<file path="config.mk">
export PLATFORM = sky130hd
export DESIGN_NAME = r9tw_front
export DESIGN_NICKNAME = d
export VERILOG_FILES = /design/src/r9tw_pkg.sv /design/src/r9tw_front.sv
export SDC_FILE = /design/constraint.sdc
export NUM_CORES = 2
export LEC_CHECK = 0
export BUFFER_PORTS_ARGS = -buffer_cell sky130_fd_sc_hd__buf_2
export CAP_MARGIN = 30
export CELL_PAD_IN_SITES_DETAIL_PLACEMENT = 0
export CELL_PAD_IN_SITES_GLOBAL_PLACEMENT = 1
export CORE_MARGIN = 5
export CORE_UTILIZATION = 48
export CTS_CLUSTER_DIAMETER = 30
export CTS_CLUSTER_SIZE = 10
export DETAILED_ROUTE_END_ITERATION = 16
export PLACE_DENSITY_LB_ADDON = 0.1
export SLEW_MARGIN = 20
export SYNTH_ARGS = -nofsm -noshare
export SYNTH_HDL_FRONTEND = slang
export SYNTH_SLANG_ARGS = --single-unit
</file>
<file path="constraint.sdc">
create_clock -name clk -period 21.1 [get_ports clk]
set_input_delay 6.33 -clock clk [delete_from_list [all_inputs] [get_ports clk]]
set_output_delay 6.33 -clock clk [all_outputs]
set_load 0.02 [all_outputs]
</file>
<file path="src/r9tw_pkg.sv">
// ----------------------------------------------------------------------------
// r9tw_pkg
// Types, constants and arithmetic helpers for the radix-9 twiddled butterfly.
// ----------------------------------------------------------------------------
package r9tw_pkg;

  localparam int SampleW  = 16;
  localparam int TwidW    = 16;
  localparam int FracBits = 14;
  localparam int OutW     = 20;
  localparam int ValW     = 32;
  localparam int ProdW    = 48;
  localparam int NPts     = 9;
  localparam int PtW      = 4;

  typedef logic signed [ValW-1:0]  val_t;
  typedef logic signed [ProdW-1:0] prod_t;
  typedef logic signed [TwidW-1:0] kconst_t;
  typedef logic signed [OutW-1:0]  oval_t;

  typedef struct packed {
    val_t re;
    val_t im;
  } cpx_t;

  typedef cpx_t [NPts-1:0] batch_t;

  typedef enum logic [1:0] {
    BK_IDLE,
    BK_CALC,
    BK_EMIT
  } bk_state_t;

  // cos20, sin20, cos10, sin10, sin40, cos40, 1/2, sqrt3/2 in Q1.14
  localparam kconst_t K1 = 16'sd15396;
  localparam kconst_t K2 = 16'sd5604;
  localparam kconst_t K3 = 16'sd16135;
  localparam kconst_t K4 = 16'sd2845;
  localparam kconst_t K5 = 16'sd10531;
  localparam kconst_t K6 = 16'sd12551;
  localparam kconst_t K7 = 16'sd8192;
  localparam kconst_t K8 = 16'sd14189;

  localparam prod_t RndHalf = prod_t'(1) <<< (FracBits - 1);

  function automatic val_t rnd(input prod_t p);
    prod_t t;
    t = (p + RndHalf) >>> FracBits;
    return t[ValW-1:0];
  endfunction

  function automatic val_t mk(input kconst_t k, input val_t v);
    prod_t p;
    p = prod_t'(k) * prod_t'(v);
    return rnd(p);
  endfunction

  function automatic val_t rot(input kconst_t ka, input val_t a,
                               input kconst_t kb, input val_t b);
    prod_t p;
    p = prod_t'(ka) * prod_t'(a) + prod_t'(kb) * prod_t'(b);
    return rnd(p);
  endfunction

  function automatic oval_t sat(input val_t v);
    val_t hi;
    val_t lo;
    hi = val_t'((64'sd1 <<< (OutW - 1)) - 1);
    lo = -hi - 1;
    if (v > hi) return hi[OutW-1:0];
    if (v < lo) return lo[OutW-1:0];
    return v[OutW-1:0];
  endfunction

endpackage

</file>
<file path="src/r9tw_front.sv">
// ----------------------------------------------------------------------------
// r9tw_front
// Accepts points, applies twiddles, collects nine points into a batch.
// ----------------------------------------------------------------------------
module r9tw_front (
  input  logic                        clk,
  input  logic                        rst_n,
  input  logic                        start,
  output logic                        busy,
  input  logic signed [15:0]          in_sample_re,
  input  logic signed [15:0]          in_sample_im,
  input  logic signed [15:0]          in_twiddle_re,
  input  logic signed [15:0]          in_twiddle_im,
  input  logic                        q_full,
  output logic                        push,
  output r9tw_pkg::batch_t            push_data
);
  import r9tw_pkg::*;

  logic [PtW-1:0] cnt_r, cnt_nxt;
  cpx_t [NPts-2:0] pts_r;
  cpx_t            pt;
  logic            acc;
  logic            lastpt;

  assign lastpt = (cnt_r == PtW'(NPts - 1));
  assign busy   = lastpt && q_full;
  assign acc    = start && !busy;
  assign push   = acc && lastpt;

  always_comb begin
    if (cnt_r == '0) begin
      pt.re = val_t'(in_sample_re);
      pt.im = val_t'(in_sample_im);
    end else begin
      pt.re = rnd(prod_t'(in_twiddle_re) * prod_t'(in_sample_re)
                  - prod_t'(in_twiddle_im) * prod_t'(in_sample_im));
      pt.im = rot(in_twiddle_im, val_t'(in_sample_re),
                  in_twiddle_re, val_t'(in_sample_im));
    end
    push_data[NPts-2:0] = pts_r;
    push_data[NPts-1]   = pt;
    cnt_nxt = cnt_r;
    if (acc) cnt_nxt = lastpt ? '0 : cnt_r + 1'b1;
  end

  always_ff @(posedge clk) begin
    if (!rst_n) cnt_r <= '0;
    else        cnt_r <= cnt_nxt;
  end

  always_ff @(posedge clk) begin
    if (acc && !lastpt) pts_r[cnt_r[2:0]] <= pt;
  end

endmodule

</file>
# Word level (Yosys, flattened, before mapping)
# Index checks and enable logic that the tools add are counted.
classes:
  add_sub_neg: 5
  bitwise: 0
  multipliers: 4
  n_reduce_logical: 8
  magnitude_cmp: 2
  eq_ne: 1
  n_mux: 5
  div: 0
  shifts: 0
op_table:
  columns: ["cell", "count"]
  rows:
  - ["bitwise mux 512 bit", 1]
  - ["demux 64 bit (select 3 bit)", 1]
  - ["multiplier 16 x 16 -> 32 bit", 4]
  - ["two-way mux 64 bit", 2]
  - ["adder 33 x 15 -> 34 bit, second input constant", 2]
  - ["adder 32 x 32 -> 33 bit", 1]
  - ["subtractor 32 x 32 -> 33 bit", 1]
  - ["logical AND 1 bit", 5]
  - ["adder 4 x 1 -> 4 bit, second input constant", 1]
  - ["equality test 4 bit, second input constant", 1]
  - ["zero test 4 bit", 1]
  - ["< comparator 3 x 4 -> 1 bit, second input constant", 1]
  - ["two-way mux 4 bit", 1]
  - ["greater-or-equal comparator 3 x 1 -> 1 bit, second input constant", 1]
  - ["zero test 1 bit", 2]
totals:
  mem_bits_ro: 0
  out_inout_bits: 578
  ff_bits: 516
  memories: 0
  input_bits: 68
  ramBits: 0
  latch_bits: 0

# Longest topological paths before layout
logic_depth:
  ltp_word: 5
  depth_mapped: 29
  mapped_depth_nobuf: 27

# Worst setup path before layout
# No wires, ideal clock.
synth_timing:
  kind: "input -> output"
  start: "input port in_twiddle_im[15]"
  end: "output port push_data[532] in the netlist's numbering"
  arrival_time_ps: 14165
  stages: 27
  path_slack_ps: 605
  required_ps: 14770
  cell_sequence: "clkbuf_1 > clkbuf_1 > nand2_1 > inv_1 > fa_1 > fa_1 > fa_1 > inv_1 > fa_1 > inv_1 > fa_1 > fa_1 > fa_1 > inv_1 > fa_1 > inv_1 > ha_1 > a21o_1 > a21o_1 > a21oi_1 > o21ai_0 > a21o_1 > a211oi_1 > o31ai_2 > xnor2_1 > o21ai_1 > buf_4"
synth_lines:
  columns: ["element", "line_no", "rtl"]
  rows:
  - ["start: declaration", "r9tw_front.sv:13", "input logic signed [15:0] in_twiddle_im,"]
  - ["end: declaration", "r9tw_front.sv:16", "output r9tw_pkg::batch_t push_data"]

==> qor.yml <==
status: "completed"
grt_util_all_layers_pct: 27.3
syn_area_per_cell_sq_um: 10.6
r2r_setup_slack_ns: 18.32
die_y_um: 339
max_freq_mhz: 48.2
synth_edf_count: 320
ant_nets: 0
arrival_ns: 14.41
grt_pass1_vias: 38400
ys.flop_type: "edfxtp_1"
cts-root-buf: "clkbuf_16"
hpwl_um: 124000
h-tree-depth: 2
slew_headroom_pct: 38.2
grt_pass1_wl_um: 237000
drive_gt1_share_pct: 17.3
ctsHoldBuffers: 0
grt_max_degree: 42
path_clk_slew_ns: 0.05
hold-worst-slack_ns: 0.613
start_util_pct: 48.4
grt_setup_unrepaired: "no"
ys_warn_count: 0
critPathLaunch: "in_twiddle_im[8]"
worstSetupStartpointType: "input pin"
synth_top_area_share_pct: 45.9
setup_viol: 0
crit_path_end_kind: "output pin"
worst_slew_pin_slew_ns: 0.927
synth-async-reset-ratio_pct: 0
die_w_um: 339
fp.coreArea_sq_um: 107000
firstDrtPassIters: 5
synth_cells: 4914
drt-initial-drc-count: 2039
routabilityCongestion: 0.877
vias: 34200
clock_skew_ns: 0.0363
cp_num_cells: 26
antenna_found_initial: 11
hold_viol: 0
worstPathRequired_ns: 14.77
clock-sinks: 324
syn_nets: 6482
drt-total-wl_um: 152000
path_max_fanout: 21
insertion_delay_ns: 0.59
regToRegStartpoint: "cnt_r[0]"
period_share_pct: 98.3
syn_to_final_growth_pct: 11.3
cpPeakStageDelay_ns: 0.55
portBuffers: 645
report.final.slew_viol_count: 0
ys_ff_latch: 324
r2r_cells: 8
rows: 120
slowest_stage: "o21ai_1"
synth_area_leaders: "fa_1 46%, edfxtp_1 18%, inv_1 9.3%, ha_1 7.4%, and2_1 5.8%"
r2r_end: "push_data[254]"
cp-endpoint: "push_data[528]"
crit_buf_inv: 8
cts_tree: "yes"
synth_most_common_cell: "inv_1"
post-route-min-period_ns: 20.74
wire_per_inst_um: 22.3
cts_buffers: 49
io_pins: 646
cp_top_family: "adder cells"
max-cap-violations: 0
gr-total-overflow: 0
synthTopCellsByCount: "1,290 x inv_1, 1,192 x fa_1, 522 x nand2_1"
yosysSeqAreaShare_pct: 18.6
worstSetupPathType: "in -> out"
holdCritPathClass: "reg -> reg"
drt-vias-per-instance: 5.01
die-area_sq_um: 115000
drc_errors: 0
cts_max_path_buffers: 3
synth_cell_types: 60
netlist_area_sq_um: 52000
synth_top_area_cell: "fa_1"
cpMostUsedCell: "fa_1"
fin_nets: 6934
routing by layer:
metal  GRT usage [%]  wire length, um  vias up
met5               0                0        -
met4            6.61             4390        0
met3            2.42             7750      157
met2            49.2            79000     1001
met1            36.0            60800    18100
li1                -                -    14900
cells by family (layout without fill, tap and decap cells):
kind of cell	Yosys count	in the layout	share of synthesized area, %
AO/OA/AOI/OAI	156	156	1.96
XOR/XNOR	64	64	1.08
adder cells (fa/ha/maj)	1500	1500	53.3
buffers and inverters	1708	2194	13.9
flip-flops	324	324	18.6
multiplexers	2	2	0.0385
other	0	10	0
AND/OR/NAND/NOR	1160	1160	11.0
worst reg2reg max path, delay by kind of cell (launching register included):
family / cells / cell delay [ns]
compound gates: 2 / 0.33
fa+ha+maj: 1 / 0.24
buf+inv: 3 / 0.66
flops: 1 / 0.49
simple gates: 2 / 0.72
through the flow:
stage / instances / instance area [sq um] / utilization [%] / TNS (ns) / setup WS, ns
3_3_place_gp: 6715 / 56100 / 52.3 / -3.74 / -0.265
3_5_place_dp: 6715 / 56100 / 52.3 / -5.07 / -0.349
4_1_cts: 6800 / 57800 / 53.8 / 0 / 0.0988
6_report: 6813 / 57900 / 53.9 / 0 / 0.361
2_1_floorplan: 4914 / 52000 / - / 0 / 0.605
5_1_grt: 6806 / 57800 / 53.9 / 0 / 0.0131
final cells by class:
type / count / area, sq um
tap: 1403 / 1760
timing repair buffer: 816 / 4680
sequential: 324 / 9690
inverter: 1293 / 4850
fill: 9808 / 49500
antenna: 10 / 25.0
clock inverter: 29 / 349
multi-input combinational: 2882 / 35200
clock buffer: 56 / 1270
flip-flops by register name, indices dropped and copies added, names as in the netlist:
signal / cells
push_data: 320
cnt_r: 4
worst min-delay path by stage:
| stage | startpoint | to | slack, ns | cells past startpoint |
|---|---|---|---|---|
| after floorplan | cnt_r[2] | cnt_r[2] | 0.55 | 2 |
| after global placement | cnt_r[2] | cnt_r[2] | 0.59 | 2 |
| after detailed placement | cnt_r[2] | cnt_r[2] | 0.60 | 2 |
| after CTS | cnt_r[2] | cnt_r[2] | 0.61 | 2 |
| after global routing | cnt_r[0] | cnt_r[0] | 0.68 | 2 |
| final | cnt_r[2] | cnt_r[2] | 0.61 | 2 |
cells in the final DEF (no fill, tap or decap), types with 25 or more instances in the layout:
cell / Yosys / layout
inv_1: 1290 / 1289
fa_1: 1192 / 1190
buf_2: 0 / 638
nand2_1: 522 / 521
and2_1: 484 / 484
edfxtp_1: 320 / 320
ha_1: 308 / 308
buf_4: 216 / 159
nor2_1: 88 / 82
xnor2_1: 50 / 50
clkbuf_16: 0 / 50
a21oi_1: 48 / 45
nand2b_1: 25 / 25
repair_timing:
item                       4_1_cts  5_1_grt
setup buffers                    0        3
hold endpoints to repair         0        0
gates resized for setup          4       15
setup endpoints to repair       16       33
Power is not shown: default switching activity piles up to over one toggle a cycle in this logic, so the estimate is an artifact.
