[src/r9tw_pkg.sv]
// ----------------------------------------------------------------------------
// r9tw_pkg
// Types, constants and arithmetic helpers for the radix-9 twiddled butterfly.
// ----------------------------------------------------------------------------
package r9tw_pkg;

  localparam int SampleW  = 16;
  localparam int TwidW    = 16;
  localparam int FracBits = 14;
  localparam int OutW     = 20;
  localparam int ValW     = 32;
  localparam int ProdW    = 48;
  localparam int NPts     = 9;
  localparam int PtW      = 4;

  typedef logic signed [ValW-1:0]  val_t;
  typedef logic signed [ProdW-1:0] prod_t;
  typedef logic signed [TwidW-1:0] kconst_t;
  typedef logic signed [OutW-1:0]  oval_t;

  typedef struct packed {
    val_t re;
    val_t im;
  } cpx_t;

  typedef cpx_t [NPts-1:0] batch_t;

  typedef enum logic [1:0] {
    BK_IDLE,
    BK_CALC,
    BK_EMIT
  } bk_state_t;

  // cos20, sin20, cos10, sin10, sin40, cos40, 1/2, sqrt3/2 in Q1.14
  localparam kconst_t K1 = 16'sd15396;
  localparam kconst_t K2 = 16'sd5604;
  localparam kconst_t K3 = 16'sd16135;
  localparam kconst_t K4 = 16'sd2845;
  localparam kconst_t K5 = 16'sd10531;
  localparam kconst_t K6 = 16'sd12551;
  localparam kconst_t K7 = 16'sd8192;
  localparam kconst_t K8 = 16'sd14189;

  localparam prod_t RndHalf = prod_t'(1) <<< (FracBits - 1);

  function automatic val_t rnd(input prod_t p);
    prod_t t;
    t = (p + RndHalf) >>> FracBits;
    return t[ValW-1:0];
  endfunction

  function automatic val_t mk(input kconst_t k, input val_t v);
    prod_t p;
    p = prod_t'(k) * prod_t'(v);
    return rnd(p);
  endfunction

  function automatic val_t rot(input kconst_t ka, input val_t a,
                               input kconst_t kb, input val_t b);
    prod_t p;
    p = prod_t'(ka) * prod_t'(a) + prod_t'(kb) * prod_t'(b);
    return rnd(p);
  endfunction

  function automatic oval_t sat(input val_t v);
    val_t hi;
    val_t lo;
    hi = val_t'((64'sd1 <<< (OutW - 1)) - 1);
    lo = -hi - 1;
    if (v > hi) return hi[OutW-1:0];
    if (v < lo) return lo[OutW-1:0];
    return v[OutW-1:0];
  endfunction

endpackage

[src/r9tw_queue.sv]
// ----------------------------------------------------------------------------
// r9tw_queue
// Two-entry batch queue between front and back.
// ----------------------------------------------------------------------------
module r9tw_queue (
  input  logic             clk,
  input  logic             rst_n,
  input  logic             push,
  input  r9tw_pkg::batch_t push_data,
  input  logic             pop,
  output r9tw_pkg::batch_t pop_data,
  output logic             full,
  output logic             empty
);
  import r9tw_pkg::*;

  batch_t     mem_r [2];
  logic       wp_r, rp_r;
  logic [1:0] n_r;

  assign full     = (n_r == 2'd2);
  assign empty    = (n_r == 2'd0);
  assign pop_data = mem_r[rp_r];

  always_ff @(posedge clk) begin
    if (!rst_n) begin
      wp_r <= 1'b0;
      rp_r <= 1'b0;
      n_r  <= '0;
    end else begin
      if (push) wp_r <= ~wp_r;
      if (pop)  rp_r <= ~rp_r;
      n_r <= n_r + {1'b0, push} - {1'b0, pop};
    end
  end

  always_ff @(posedge clk) begin
    if (push) mem_r[wp_r] <= push_data;
  end

endmodule

[config.mk]
export PLATFORM = sky130hd
export DESIGN_NAME = r9tw_queue
export DESIGN_NICKNAME = d
export VERILOG_FILES = /design/src/r9tw_pkg.sv /design/src/r9tw_queue.sv
export SDC_FILE = /design/constraint.sdc
export NUM_CORES = 1
export LEC_CHECK = 0
export CORE_AREA = 3 3 448 450
export DETAILED_ROUTE_END_ITERATION = 10
export DIE_AREA = 0 0 451 453
export DONT_BUFFER_PORTS = 1
export GPL_TIMING_DRIVEN = 0
export SETUP_SLACK_MARGIN = 0.15
export SKIP_LAST_GASP = 1
export SLEW_MARGIN = 20
export SYNTH_ARGS = -nofsm -noshare
export SYNTH_HDL_FRONTEND = slang
export SYNTH_SLANG_ARGS = --single-unit
[constraint.sdc]
create_clock -name clk -period 34 [get_ports clk]
set_input_delay 3.4 -clock clk [delete_from_list [all_inputs] [get_ports clk]]
set_output_delay 3.4 -clock clk [all_outputs]
set_load 0.01 [all_outputs]
# --- Word level (Yosys, flattened, before mapping) ---
# Memories as Yosys holds them, arrays and structs flattened. A register that Yosys moved wholly into a read port is not among the register bits.
# Index checks and enable logic that the tools add are counted.
classes:
  addsub: 2
  n_mul: 0
  div_mod_pow: 0
  order_cmp: 0
  n_eq_ne: 1
  shifts: 0
  mux: 4
  n_bitwise: 2
  reduce_logical: 1
op_table:
  columns: ["cell", "n"]
  rows:
  - ["1-bit two-way mux", 4]
  - ["2-bit by 1-bit adder with 2-bit output", 1]
  - ["2-bit equality test, second input constant", 1]
  - ["2-bit logical NOT", 1]
  - ["1-bit inverter", 2]
  - ["2-bit by 1-bit subtractor with 2-bit output", 1]
totals:
  register_bits: 4
  latch_bits: 0
  mem_bits_rw: 1152
  rom_bits: 0
  elab_cells: 14
  memories: 1
memory_table:
  columns: ["name", "words", "width", "read_ports", "rd_clocked_by_memory_dff", "write_ports", "line_no", "source"]
  rows:
  - ["mem_r", 2, 576, 1, 1, 1, "r9tw_queue.sv:17", "batch_t mem_r [2];"]

# --- Logic depth before layout (Yosys ltp) ---
# Gate-level depths: netlist (run 1).
depth:
  ltp_word: 3
  mapped_depth: 6

# --- Worst setup path after synthesis (run 1) ---
# OpenSTA, ideal clock, no wires.
synth_path:
  path_kind: "input -> register"
  startpoint: "in push"
  endpoint: "reg wp_r"
  setup_time_ns: 0.170
  arrival_time_ns: 29.792
  slack_ns: 4.038
  path_stages: 2
  n_path_buf: 0
  path_cell_list: "nor2b_1 -> o21a_1"
synth_rtl:
  columns: ["item", "line_no", "source"]
  rows:
  - ["start: declaration", "r9tw_queue.sv:8", "input logic push,"]
  - ["end signal: assignment", "r9tw_queue.sv:31", "if (push) wp_r <= ~wp_r;"]
  - ["end: declaration", "r9tw_queue.sv:18", "logic wp_r, rp_r;"]

==> results of run 1 <==
-- tightest hold or removal path: cells and delay by family (launching register included) --
family	cells	cell delay, ns
XOR/XNOR	1	0.07
flip-flops	1	0.32
AND/OR/NAND/NOR	1	0.14
-- cells in the final DEF, fill, tap and decap left out, types with 2 or more instances in the layout --
master and count:
diode_2 22, clkinv_1 30, and2_1 3, inv_6 4, clkbuf_16 117, clkinvlp_4 6
ha_1 2, clkbuf_8 10, inv_8 2, dfxtp_1 5, mux2_2 576, buf_2 3
clkinv_16 6, buf_6 51, clkbuf_1 15, buf_12 18, clkinv_2 25, inv_1 2
buf_16 20, nor2b_1 3, edfxtp_1 1152, bufinv_16 12
-- logic make-up (layout without fill, tap and decap cells) --
family                   after synthesis  after routing  share of synthesized area
adder cells (fa/ha/maj)                2              2                   0.000595
other                                  0             22                          0
AO/OA/AOI/OAI                          1              1                   0.000179
flip-flops                          1157           1157                      0.825
multiplexers                         576            576                      0.154
buffers and inverters                 66            323                     0.0175
XOR/XNOR                               2              2                   0.000744
AND/OR/NAND/NOR                        9              9                    0.00128
-- per-layer routing --
layer,global-route usage,share of wire
met1,0.123,0.34
met2,0.202,0.50
met3,0.0684,0.13
met4,0.0344,0.028
met5,0,0.0021
-- power groups by stage --
stage          registers, mW  logic, mW  clock network, mW
5_1_grt                 1.67      0.306               1.37
3_5_place_dp            1.70      0.301                  0
6_report                1.67      0.293               1.28
3_3_place_gp            1.79      0.284                  0
4_1_cts                 1.67      0.302               1.31
2_1_floorplan           1.75      0.186                  0
-- metrics by stage --
step | power (mW) | setup TNS [ns] | hold slack [ns]
global placement | 2.07 | -6013.91 | 0.584
finish | 3.23 | 0 | 0.582
global route | 3.35 | 0 | 0.604
floorplan | 1.94 | 0 | 0.555
detailed placement | 2.00 | 0 | 0.580
CTS | 3.28 | 0 | 0.590
-- cell type report --
cell class,count,share of cell area
Tap cell,2640,0.0658
Multi-Input combinational cell,590,0.132
Sequential cell,1157,0.691
Timing Repair Buffer,39,0.0184
Clock buffer,132,0.0594
Clock inverter,86,0.0177
Buffer,64,0.0145
Antenna cell,22,0.00110
Inverter,2,0.000150
-- flip-flops by register name, indices dropped and copies added (netlist names), named ones only --
name / cells
rp_r: 1
mem_r: 1152
wp_r: 1
n_r: 2
-- worst paths after layout --
path | from | endpoint | slack (ns) | depth (start not counted)
max | register | pop_data[284] | 28.22 | 4
min | rp_r$_SDFFE_PN0P_ | register | 0.58 | 2
max reg2reg | wp_r$_SDFFE_PN0P_ | mem_r[0][294]$_DFFE_PP_ | 30.70 | 11
min reg2reg | rp_r$_SDFFE_PN0P_ | register | 0.58 | 2
==> flow_summary_export.csv, run 1 <==
group,metric,value,unit
status,status,"completed",
final_layout,drive_above_1_share,0.413,
critical_path,cp_slowest_stage_delay,0.48,ns
clock_tree,cts_tree,"done",
routing,post_drt_wl_per_cell,26.9,um
clock_tree,clk_pin_slew,0.05,ns
place,portBuffers,0,
floorplan,core_area,197000,um^2
critical_path,crit_chain,"buf_6 -> buf_6 -> buf_6 -> mux2_2",
sta,finalCriticalPeriod,5.78,ns
floorplan,start_util,0.213,
clock_tree,cts_resized,0,
pwr,internal_power,2.48,mW
clock_tree,htree_levels,3,
final_layout,postLayoutCellArea,50200,um^2
final_layout,multi_input_area,6610,um^2
routing,drc_errors,0,
clock_tree,cts_max_path_buffers,3,
final_layout,utilization,0.255,
pwr,power.leakage,15.8,nW
logic_synthesis,synth_top_area_frac,0.823,
clock_tree,cts_hold_buffers,0,
clock_tree,cts_root_buf,"clkbuf_16",
final_layout,nFillCells,19700,
routing,vias,18600,
routing,drt_first_pass_iters,5,
logic_synthesis,seq_area_frac_synth,0.825,
pwr,swShare,0.233,
critical_path,critPathMaxFanout,10,
global_routing,grt_overflow,0,
sta,fin_ws,28.22,ns
sta,worst_pin_slew,0.553,ns
critical_path,arrival,2.38,ns
critical_path,required,30.60,ns
place,place_area,46300,um^2
final_layout,nets,2553,
sta,setup_viol,0,
routing,ant_nets,0,
sta,relSlewSlack,0.630,
logic_synthesis,yosys_warnings,0,
place,pre_cts_ws,27.55,ns
critical_path,critPathCaptureType,"primary output",
critical_path,crit_buf_inv,3,
routing,wirelength,127000,um
logic_synthesis,yosysMostFrequentCell,"edfxtp_1",
floorplan,die_x,451,um
global_routing,grt_pass1_vias,18600,
routing,vias_per_cell,3.93,
place,place.gp.congestion,0.903,
floorplan,dieHeight,453,um
place,dpl.cell_count,4492,
pwr,p_comb_frac,0.091,
clock_tree,clk_latency,0.72,ns
logic_synthesis,yosysUniqueCellTypes,14,
critical_path,crit_slowest_cell,"mux2_2",
sta,hold_viol,0,
floorplan,rows,163,
logic_synthesis,synth.top_cells.by_count,"edfxtp_1, mux2_2, buf_6, clkbuf_8, dfxtp_1",
global_routing,antenna_found_initial,45,
logic_synthesis,synth_area_leaders,"edfxtp_1, mux2_2, buf_6",
logic_synthesis,synth_ff_type,"edfxtp_1",
global_routing,grt_pass1_wl,166000,um
clock_tree,postCtsSetupRepairBufs,0,
logic_synthesis,synth_cells,1813,
floorplan,dieArea,204000,um^2
logic_synthesis,syn_area_per_cell,23.2,um^2
sta,grt_setup_unrepaired,"no",
logic_synthesis,syn_area,42000,um^2
logic_synthesis,synth-async-reset-ratio,0,
sta,max_freq,0.173,GHz
critical_path,start_kind,"register",
final_layout,stdcell_count,4732,
hold_path,worstHoldPathType,"reg -> reg",
clock_tree,cts.sinks,1157,
critical_path,crit_type,"reg -> out",
sta,skew,0.0472,ns
pwr,clockPowerShare,0.395,
pwr,powerDensity,64.4,nW/um^2
sta,report.final.slew_viol_count,0,
clock_tree,cts_buffers,117,
final_layout,area_growth,19.4,%
pwr,power_frac_seq,0.515,
flow_run,drv_cap,0,
global_routing,grt_max_degree,53,
critical_path,crit_family,"buffers and inverters",
logic_synthesis,synth_edf_count,1152,
logic_synthesis,synth_area_leader_cell,"edfxtp_1",
final_layout,regArea,34700,um^2
critical_path,crit_top_cell,"buf_6",
routing,first_iter_violations,1833,
sta,finalCritPeriodShare,0.170,
global_routing,grt_util_all_layers,0.118,
place,hpwl,100000,um
logic_synthesis,synth.net_count,2395,
logic_synthesis,ys_ff_latch,1157,
pwr,peakVddDrop,0.0000552,V
floorplan,ios,1158,
pwr,switching_power,0.752,mW
Note: power is estimated with default switching activity, not from simulation.
==> inputs of run 2 (changes only) <==
Settings changed: ABC_AREA set to 1.
Clock period 34 ns to 5.24 ns, I/O delays scaled along.
==> flow_summary_export.csv, run 2 <==
group,metric,value,unit
status,status,"completed",
place,place.gp.congestion,0.932,
final_layout,utilization,0.285,
sta,max_freq,0.341,GHz
sta,fin_ws,2.31,ns
critical_path,arrival,2.41,ns
clock_tree,cts_buffers,118,
logic_synthesis,yosysUniqueCellTypes,12,
global_routing,grt_pass1_vias,21900,
clock_tree,cts_tree,"done",
logic_synthesis,syn_area_per_cell,23.0,um^2
routing,vias_per_cell,4.04,
critical_path,crit_chain,"buf_6 -> buf_6 -> buf_6 -> mux2_2",
sta,fin_tns_setup,0,ns
sta,finalCritPeriodShare,0.560,
logic_synthesis,synth_edf_count,1152,
clock_tree,clk_latency,0.72,ns
critical_path,start_kind,"register",
logic_synthesis,synth.top_cells.by_count,"edfxtp_1, mux2_2, buf_6, clkbuf_8, nor2_1",
sta,hold_viol,0,
clock_tree,cts_root_buf,"clkbuf_16",
logic_synthesis,ys_ff_latch,1157,
sta,grt_setup_unrepaired,"no",
floorplan,start_util,0.213,
critical_path,crit_top_cell,"buf_6",
place,portBuffers,0,
floorplan,die_x,451,um
logic_synthesis,synth-async-reset-ratio,0,
final_layout,reg.largest.list,"mem_r: 1152 flops, n_r: 2 flops",
flow_run,drv_cap,0,
pwr,powerDensity,379,nW/um^2
critical_path,crit_slowest_cell,"mux2_2",
clock_tree,postCtsSetupRepairBufs,0,
sta,relSlewSlack,0.546,
floorplan,dieHeight,453,um
final_layout,area_growth,33.7,%
routing,ant_nets,0,
global_routing,grt.busiest_layer,"met2",
global_routing,grt_max_degree,34,
sta,finalCriticalPeriod,2.93,ns
global_routing,use_met3,0.0447,
clock_tree,htree_levels,3,
logic_synthesis,yosys_warnings,0,
critical_path,critPathCaptureType,"primary output",
clock_tree,cts.sinks,1157,
final_layout,stdcell_count,5349,
critical_path,crit_type,"reg -> out",
clock_tree,cts_max_path_buffers,3,
critical_path,cp_slowest_stage_delay,0.50,ns
floorplan,rows,163,
routing,drc_errors,0,
global_routing,grtUsageMet1,0.147,
clock_tree,clk_pin_slew,0.06,ns
final_layout,regArea,34700,um^2
logic_synthesis,synth_cells,1825,
routing,post_drt_wl_per_cell,25.7,um
final_layout,drive_above_1_share,0.325,
global_routing,grt_util_all_layers,0.128,
logic_synthesis,synth.net_count,2407,
global_routing,antenna_found_initial,65,
global_routing,grt_pass1_wl,183000,um
logic_synthesis,synth_top_area_frac,0.823,
sta,report.final.slew_viol_count,0,
pwr,peakVddDrop,0.000318,V
logic_synthesis,synth_ff_type,"edfxtp_1",
routing,vias,21600,
final_layout,multi_input_area,6610,um^2
final_layout,nFillCells,19200,
critical_path,critPathMaxFanout,10,
sta,worst_pin_slew,0.680,ns
logic_synthesis,synth_area_leader_cell,"edfxtp_1",
critical_path,crit_family,"buffers and inverters",
floorplan,ios,1158,
routing,drt_first_pass_iters,8,
routing,first_iter_violations,1780,
place,hpwl,105000,um
final_layout,largest_register,"mem_r",
hold_path,worstHoldPathType,"in -> reg",
critical_path,crit_buf_inv,3,
clock_tree,cts_resized,0,
place,pre_cts_ws,2.27,ns
final_layout,final_common_cell,"edfxtp_1",
floorplan,core_area,197000,um^2
place,dpl.cell_count,4515,
final_layout,postLayoutCellArea,56200,um^2
final_layout,most-common-layout-cells,"edfxtp_1, dlygate4sd3_1, mux2_2",
logic_synthesis,seq_area_frac_synth,0.825,
sta,skew,0.0277,ns
logic_synthesis,syn_area,42000,um^2
clock_tree,cts_hold_buffers,580,
global_routing,grtUsageMet2,0.216,
sta,setup_viol,0,
global_routing,grt_overflow,0,
floorplan,dieArea,204000,um^2
critical_path,required,4.72,ns
routing,wirelength,137000,um
logic_synthesis,synth_area_leaders,"edfxtp_1, mux2_2, buf_6",
place,place_area,46500,um^2
pwr,power.leakage,18.3,nW
final_layout,nets,3157,
logic_synthesis,yosysMostFrequentCell,"edfxtp_1",
final_layout,largest_reg_flops,1152,
[run 2: cell types whose count changed after synthesis, moves of 4 or more]
cell	previous run	this run
nand2_1	0	8
nor2b_1	4	0
inv_1	2	7
nor2_1	1	9
and2_1	4	0
[run 2: area by class of cell]
type,instances,share of cell area
multi-input cells,597,0.118
inverters,7,0.000757
clock buffers,139,0.0539
flip-flops and latches,1157,0.617
diodes,40,0.00178
plain buffers,64,0.0129
well taps,2640,0.0588
repair buffers,630,0.123
clock inverters,75,0.0139
[run 2: path summary, 6_finish.rpt]
kind	start	to	slack (ns)	cells past startpoint
worst max-delay path	register	pop_data[37]	2.31	4
worst min-delay path	push	mem_r[0][23]$_DFFE_PP_	0.14	2
worst max register to register	wp_r$_SDFFE_PN0P_	mem_r[0][115]$_DFFE_PP_	2.42	8
worst min register to register	rp_r$_SDFFE_PN0P_	register	0.51	2
[run 2: power breakdown]
part | switching (mW) | internal (mW) | total (mW)
Combinational | 1.31 | 0.891 | 2.20
Clock | 3.61 | 4.66 | 8.26
Sequential | 0.0995 | 10.7 | 10.8
Total | 5.01 | 16.3 | 21.3
[run 2: metal layers]
layer	share of wire	vias up
met5	0.0010	-
met4	0.049	24
met3	0.094	304
met2	0.49	1184
met1	0.36	11200
li1	-	8874
[run 2: worst register-to-register path: cells and delay by family (launching register included)]
kind / cells / cell delay (ns)
flip-flops: 1 / 0.39
AND/OR/NAND/NOR: 1 / 0.56
buffers and inverters: 7 / 1.55
[run 2: logic make-up after synthesis]
| logic type | after synthesis | synth area share |
|---|---|---|
| AOI/OAI and AO/OA | 1 | 0.000119 |
| adders and majority gates | 2 | 0.000595 |
| buffers and inverters | 71 | 0.0179 |
| DFF | 1157 | 0.825 |
| muxes | 576 | 0.154 |
| and+or+nand+nor | 18 | 0.00164 |
[run 2: stage by stage]
| stage | power [mW] | hold slack, ns |
|---|---|---|
| floorplan | 12.2 | 0.463 |
| global placement | 12.9 | 0.511 |
| detailed placement | 12.8 | 0.488 |
| CTS | 21.6 | 0.0212 |
| global route | 22.0 | 0.0556 |
| finish | 21.3 | 0.137 |
